[config.mk]
export PLATFORM = sky130hd
export DESIGN_NAME = key_click_classifier_top
export DESIGN_NICKNAME = d
export VERILOG_FILES = /design/src/rtl/core/kcc_pkg.sv /design/src/rtl/core/key_click_classifier_top.sv
export SDC_FILE = /design/constraint.sdc
export NUM_CORES = 1
export LEC_CHECK = 0
export ABC_AREA = 0
export BUFFER_PORTS_ARGS = -buffer_cell sky130_fd_sc_hd__buf_2
export CORE_ASPECT_RATIO = 1.75
export CORE_UTILIZATION = 40
export CTS_CLUSTER_SIZE = 8
export DETAILED_ROUTE_END_ITERATION = 8
export PLACE_DENSITY_LB_ADDON = 0.08
export SETUP_SLACK_MARGIN = 0.4
export SLEW_MARGIN = 30
export SYNTH_ARGS = -nofsm -noshare
export SYNTH_HDL_FRONTEND = slang
export SYNTH_SLANG_ARGS = --single-unit
export TNS_END_PERCENT = 5
[constraint.sdc]
create_clock -name i_clk -period 5.5 [get_ports i_clk]
set_clock_uncertainty 0.1 [all_clocks]
set_input_delay 1.65 -clock i_clk [delete_from_list [all_inputs] [get_ports i_clk]]
set_output_delay 1.65 -clock i_clk [all_outputs]
set_load 0.01 [all_outputs]
[src/rtl/core/kcc_pkg.sv]
`timescale 1ns / 1ps

package kcc_pkg;

    localparam int NUM_KEYS_DEF = 4;

    localparam int KEY_W    = 2;
    localparam int LEVEL_W  = 1;
    localparam int TIMER_W  = 8;
    localparam int TALLY_W  = 2;
    localparam int MASK_W   = 4;
    localparam int EVENT_W  = 2;
    localparam int CFG_IDX_W  = 2;
    localparam int CFG_DATA_W = 8;
    localparam int TDATA_W    = 8;

    localparam logic [TIMER_W-1:0] LONG_TICKS_RST = 8'd60;
    localparam logic [TIMER_W-1:0] DBL_TICKS_RST  = 8'd20;
    localparam logic [MASK_W-1:0]  ACTIVE_MASK_RST = 4'd8;

    localparam logic [TIMER_W-1:0] TIMER_MAX = '1;
    localparam logic [TALLY_W-1:0] TALLY_MAX = '1;

    typedef enum logic [CFG_IDX_W-1:0] {
        REG_LONG_TICKS  = 2'd0,
        REG_DBL_TICKS   = 2'd1,
        REG_ACTIVE_MASK = 2'd2
    } t_cfg_reg;

    typedef enum logic [EVENT_W-1:0] {
        EV_NONE   = 2'd0,
        EV_SINGLE = 2'd1,
        EV_DOUBLE = 2'd2,
        EV_LONG   = 2'd3
    } t_event;

    typedef enum logic [3:0] {
        MODE_IDLE     = 4'b0001,
        MODE_PRESSED  = 4'b0010,
        MODE_RELEASED = 4'b0100,
        MODE_WAIT     = 4'b1000
    } t_key_mode;

endpackage

[src/rtl/core/key_click_classifier_top.sv]
`timescale 1ns / 1ps

// path: an accepted item passes the input register, then the result register (loaded when free or being taken)
// throughput: one item per cycle while the master side takes results; the per-key state
// read-modify-write is combinational between the input register and the result register
// reset: synchronous, active low; clears the key machines, the last-event
// register, both valid flags and loads the configuration defaults
module key_click_classifier_top #(
    parameter int NUM_KEYS = kcc_pkg::NUM_KEYS_DEF
) (
    input  logic                             i_clk,
    input  logic                             i_rst_n,
    // slave side; tdata: [1:0] key, [2] pin_level, [7:3] zero
    input  logic                             i_s_axis_tvalid,
    output logic                             o_s_axis_tready,
    input  logic [kcc_pkg::TDATA_W-1:0]      i_s_axis_tdata,
    // master side; tdata: [1:0] event_key, [3:2] event_code, [7:4] zero
    output logic                             o_m_axis_tvalid,
    input  logic                             i_m_axis_tready,
    output logic [kcc_pkg::TDATA_W-1:0]      o_m_axis_tdata,
    // configuration write channel
    input  logic                             i_cfg_valid,
    output logic                             o_cfg_ready,
    input  logic [kcc_pkg::CFG_IDX_W-1:0]    i_cfg_index,
    input  logic [kcc_pkg::CFG_DATA_W-1:0]   i_cfg_data
);
    import kcc_pkg::*;

    localparam int KEY_IDX_W = (NUM_KEYS > 1) ? $clog2(NUM_KEYS) : 1;

    logic [TIMER_W-1:0] r_long_ticks;
    logic [TIMER_W-1:0] r_dbl_ticks;
    logic [MASK_W-1:0]  r_active_mask;

    logic               r_in_valid;
    logic [KEY_W-1:0]   r_in_key;
    logic               r_in_level;

    t_key_mode          r_mode  [NUM_KEYS];
    logic [TIMER_W-1:0] r_timer [NUM_KEYS];
    logic [TALLY_W-1:0] r_tally [NUM_KEYS];
    t_event             r_last;

    logic               r_out_valid;
    logic [KEY_W-1:0]   r_out_key;
    t_event             r_out_code;

    logic               w_adv;
    logic               w_step;
    logic               w_in_range;
    logic [KEY_IDX_W-1:0] w_kidx;
    logic               w_pressed;
    t_key_mode          w_mode;
    logic [TIMER_W-1:0] w_timer;
    logic [TIMER_W-1:0] w_timer_inc;
    logic [TALLY_W-1:0] w_tally;
    t_key_mode          n_mode;
    logic [TIMER_W-1:0] n_timer;
    logic [TALLY_W-1:0] n_tally;
    t_event             w_event;
    t_event             n_last;
    t_event             n_code;

    // result register free or being taken this cycle
    assign w_adv           = !r_out_valid || i_m_axis_tready;
    assign w_step          = w_adv && r_in_valid;
    assign o_s_axis_tready = !r_in_valid || w_adv;
    assign o_cfg_ready     = 1'b1;

    assign o_m_axis_tvalid = r_out_valid;
    assign o_m_axis_tdata  = {{(TDATA_W - KEY_W - EVENT_W){1'b0}}, r_out_code, r_out_key};

    // configuration registers
    always_ff @(posedge i_clk) begin
        if (!i_rst_n) begin
            r_long_ticks  <= LONG_TICKS_RST;
            r_dbl_ticks   <= DBL_TICKS_RST;
            r_active_mask <= ACTIVE_MASK_RST;
        end else if (i_cfg_valid) begin
            case (i_cfg_index)
                REG_LONG_TICKS:  r_long_ticks  <= i_cfg_data;
                REG_DBL_TICKS:   r_dbl_ticks   <= i_cfg_data;
                REG_ACTIVE_MASK: r_active_mask <= i_cfg_data[MASK_W-1:0];
                default: ;
            endcase
        end
    end

    // input register
    always_ff @(posedge i_clk) begin
        if (!i_rst_n) begin
            r_in_valid <= 1'b0;
        end else if (o_s_axis_tready) begin
            r_in_valid <= i_s_axis_tvalid;
        end
    end

    always_ff @(posedge i_clk) begin
        if (o_s_axis_tready && i_s_axis_tvalid) begin
            r_in_key   <= i_s_axis_tdata[KEY_W-1:0];
            r_in_level <= i_s_axis_tdata[KEY_W];
        end
    end

    // per-key machine
    assign w_in_range  = int'(r_in_key) < NUM_KEYS;
    assign w_kidx      = KEY_IDX_W'(r_in_key);
    assign w_pressed   = (r_in_level == r_active_mask[r_in_key]);
    assign w_mode      = r_mode[w_kidx];
    assign w_timer     = r_timer[w_kidx];
    assign w_tally     = r_tally[w_kidx];
    assign w_timer_inc = (w_timer == TIMER_MAX) ? TIMER_MAX : w_timer + 1'b1;

    always_comb begin
        n_mode  = w_mode;
        n_timer = w_timer;
        n_tally = w_tally;
        w_event = EV_NONE;
        unique case (w_mode)
            MODE_IDLE: begin
                if (w_pressed) begin
                    n_mode  = MODE_PRESSED;
                    n_timer = '0;
                end
            end
            MODE_PRESSED: begin
                if (w_pressed) begin
                    n_timer = w_timer_inc;
                    if (w_timer_inc >= r_long_ticks) begin
                        w_event = EV_LONG;
                        n_mode  = MODE_IDLE;
                        n_tally = '0;
                        n_timer = '0;
                    end
                end else if (w_timer < r_long_ticks) begin
                    n_mode = MODE_RELEASED;
                    if (w_tally != TALLY_MAX) begin
                        n_tally = w_tally + 1'b1;
                    end
                end else begin
                    n_mode  = MODE_IDLE;
                    n_tally = '0;
                    n_timer = '0;
                end
            end
            MODE_RELEASED: begin
                if (w_tally == TALLY_W'(1)) begin
                    n_mode  = MODE_WAIT;
                    n_timer = '0;
                end else if (w_tally == TALLY_W'(2)) begin
                    w_event = EV_DOUBLE;
                    n_mode  = MODE_IDLE;
                    n_tally = '0;
                end else begin
                    n_mode  = MODE_IDLE;
                    n_tally = '0;
                end
            end
            MODE_WAIT: begin
                n_timer = w_timer_inc;
                if (w_timer_inc >= r_dbl_ticks) begin
                    w_event = EV_SINGLE;
                    n_mode  = MODE_IDLE;
                    n_tally = '0;
                end else if (w_pressed) begin
                    n_mode  = MODE_PRESSED;
                    n_timer = '0;
                end
            end
            default: begin
                n_mode = MODE_IDLE;
            end
        endcase
    end

    // single click right after a long press is dropped and leaves r_last alone
    always_comb begin
        n_last = r_last;
        n_code = EV_NONE;
        if (w_in_range && w_event != EV_NONE &&
            !(r_last == EV_LONG && w_event == EV_SINGLE)) begin
            n_last = w_event;
            n_code = w_event;
        end
    end

    always_ff @(posedge i_clk) begin
        if (!i_rst_n) begin
            for (int k = 0; k < NUM_KEYS; k++) begin
                r_mode[k]  <= MODE_IDLE;
                r_timer[k] <= '0;
                r_tally[k] <= '0;
            end
            r_last <= EV_NONE;
        end else if (w_step) begin
            if (w_in_range) begin
                r_mode[w_kidx]  <= n_mode;
                r_timer[w_kidx] <= n_timer;
                r_tally[w_kidx] <= n_tally;
            end
            r_last <= n_last;
        end
    end

    // result register
    always_ff @(posedge i_clk) begin
        if (!i_rst_n) begin
            r_out_valid <= 1'b0;
        end else if (w_adv) begin
            r_out_valid <= r_in_valid;
        end
    end

    always_ff @(posedge i_clk) begin
        if (w_step) begin
            r_out_key  <= r_in_key;
            r_out_code <= n_code;
        end
    end

endmodule

==> out/summary.txt <==
crit end category: flop
Util after Layout: 46.2%
period utilisation layout: 79.6%
VDD IR-drop max: 0.000184 V
grt ovf: 0
leading area contributor after synthesis: edfxtp_1
Setup Viol. Count Final: 0
Sw Share: 26.4%
Initial Util: 41.4%
WP data required: 5.47 ns
measured slew at the worst slew-check pin: 0.970 ns
worst setup margin: 1.12 ns
fin cells: 575
ys async rst share: 0%
Yosys cell types: 52
register area: 2410 um^2
Ports: 34
commonest non-fill, non-tap cell in the layout: edfxtp_1
leakage power total: 2.04 nW
Max Fanout on Critical Path: 8
Internal Pwr Total: 1.14 mW
crit start category: flop
status: finished clean
# fillers: 1,076
antenna cells: 0
Fin. Hold Viols: 0
antenna violations before repair: 0
wire length per cell: 17.9 um
largest net degree at the start of global routing: 30
Period minus WS final: 4.38 ns
Root Driver: clkbuf_16
CTS buffer count: 9
clock transition at the registers of the reported paths: 0.07 ns
die footprint: 12,000 um^2
residual DRC count: 0
layout cells sized above 1: 15.3%
global router's overall resource usage: 18.5%
# nets final: 486
CP arrival: 4.35 ns
placed instance count: 560
post-DP HPWL: 7640 um
RSZ-0062 raised after global routing: no
yosys warns: 0
Sw Pwr: 409 uW
Yosys top cell area share: 40.9%
port bufs: 23
pre-CTS WS: 1.04 ns
Core Region: 11,200 um^2
worst-skew pair later-pin latency: 0.34 ns
vias after detailed routing: 3,100
via/cell ratio: 5.39
row count: 51
Die X-Extent: 83.3 um
die height: 144 um
post_cts resized: 0
DRT antenna net count: 0
worst hold path class: reg -> reg
CTS tree: yes
predominant post-synthesis flop cell: edfxtp_1
R2R setup slack: 1.12 ns
Mapped Cells: 412
EDFF count, synth: 63
Max Clk Rate: 228 MHz
Slew Viols, Final: 0
Synth Register Bits: 89
most frequent cells in the layout: edfxtp_1 (63), nor2_1 (61), nand2_1 (33)
Max H-tree Level: 3
final WL: 10,300 um
Post-CTS Hold Fix Bufs: 0
clock sink count: 89
first-pass GRT wire length: 16,500 um
Setup Buffers After CTS: 0
Seq pwr share: 49.0%
Synth area leaders: edfxtp_1 (41%), dfxtp_1 (11%), mux4_2 (7.3%), ha_1 (6.5%), nor2_1 (4.9%)
Avg Inst Size Synth: 11.2 um^2
pwr dens: 300 nW/um^2
drt pass-1 iters: 4
vias in the first global route: 3,255
Synth-to-Final Area Change: 11.5%
max_cap viols: 0
Worst slew margin: 35.4%
CP Capture Point: r_timer[0][6]$_SDFFCE_PN0P_
critical path class: reg -> reg
clock buffer depth: 2
GP Congestion: 0.824
RR Endpoint: r_timer[0][6]$_SDFFCE_PN0P_
register area share after synthesis: 52.2%
Clk pwr share: 36.5%
Total Neg Setup Slack: 0 ns
Comb power frac: 14.5%
Multi-input gate area: 2040 um^2
Syn Std Cell Area: 4630 um^2
Reg2Reg Depth: 15
First DRT Iteration DRCs: 163
registers in the layout, summed over array words and instances, names as in the netlist, named ones only:
register	count
o_m_axis_tvalid	1
r_active_mask	4
r_dbl_ticks	8
r_in_key	2
r_in_level	1
r_in_valid	1
r_last	2
r_long_ticks	8
r_mode	16
r_out_code	2
r_out_key	2
r_tally	8
r_timer	32
cells in the mapped netlist (10+ instances only):
cell	count
mux4_2	15
inv_1	26
a21oi_1	17
o21ai_0	11
nor2_1	61
mux2i_1	12
clkbuf_1	10
edfxtp_1	63
ha_1	24
nand2_1	33
nor2b_1	19
dfxtp_1	26
worst min-delay path by stage:
| stage | from | slack [ns] | depth (start not counted) | to |
|---|---|---|---|---|
| after detailed placement | r_active_mask[3]$_SDFFE_PN1P_ | 0.38 | 2 | r_active_mask[3]$_SDFFE_PN1P_ |
| after global routing | r_active_mask[3]$_SDFFE_PN1P_ | 0.40 | 2 | r_active_mask[3]$_SDFFE_PN1P_ |
| after CTS | r_active_mask[3]$_SDFFE_PN1P_ | 0.39 | 2 | r_active_mask[3]$_SDFFE_PN1P_ |
| after floorplan | r_active_mask[3]$_SDFFE_PN1P_ | 0.34 | 2 | r_active_mask[3]$_SDFFE_PN1P_ |
| final | r_active_mask[3]$_SDFFE_PN1P_ | 0.38 | 2 | r_active_mask[3]$_SDFFE_PN1P_ |
| after global placement | r_last[0]$_SDFFE_PN0P_ | 0.37 | 2 | r_last[0]$_SDFFE_PN0P_ |
through the flow:
| step | hold WS (ns) | area, um^2 | power [mW] |
|---|---|---|---|
| after floorplan | 0.339 | 4640 | 0.934 |
| after global placement | 0.371 | 4890 | 0.995 |
| after detailed placement | 0.376 | 4890 | 1.00 |
| after CTS | 0.388 | 5160 | 1.57 |
| after global routing | 0.396 | 5160 | 1.61 |
| final | 0.382 | 5160 | 1.55 |
final cells by class:
cell class / count / share of cell area [%]
clock buffer: 9 / 4.36
clock inverter: 6 / 0.824
inverter: 26 / 1.89
multi-input combinational: 282 / 39.6
sequential: 89 / 46.8
tap: 132 / 3.20
timing repair buffer: 31 / 3.39
kinds of logic after synthesis:
family	share of synthesized area [%]
other	0.162
multiplexers	10.6
XOR/XNOR	1.14
flip-flops	52.2
buffers and inverters	4.03
AO/OA/AOI/OAI	9.85
adder cells (fa/ha/maj)	6.49
AND/OR/NAND/NOR	15.6
critical path: stages, from the launching register on:
cell      delay (ns)
dfxtp_1         0.53
buf_4           0.24
mux4_2          0.57
ha_1            0.23
nand3_1         0.17
or3_1           0.25
nand2_1         0.11
inv_1           0.09
ha_1            0.22
nand2b_1        0.14
a211oi_1        0.26
o221ai_1        0.27
a21oi_1         0.24
o22ai_2         0.17
a22oi_1         0.42
nor2_1          0.09
power groups by stage:
stage          sequential [mW]  clock [mW]  combinational, mW
3_3_place_gp             0.774           0              0.221
2_1_floorplan            0.768           0              0.166
5_1_grt                  0.764       0.595              0.252
3_5_place_dp             0.775           0              0.227
6_report                 0.760       0.565              0.224
4_1_cts                  0.760       0.578              0.228
per-layer routing:
| metal | vias to the layer above | part of all wire, % | routed length (um) | global-route usage (%) |
|---|---|---|---|---|
| li1 | 1540 | - | - | - |
| met1 | 1488 | 38 | 3880 | 18.9 |
| met2 | 56 | 57 | 5830 | 36.4 |
| met3 | 16 | 3.2 | 334 | 2.91 |
| met4 | 0 | 2.3 | 240 | 8.62 |
| met5 | - | 0 | 0 | 0 |
Power figures use the tool's default switching activity.
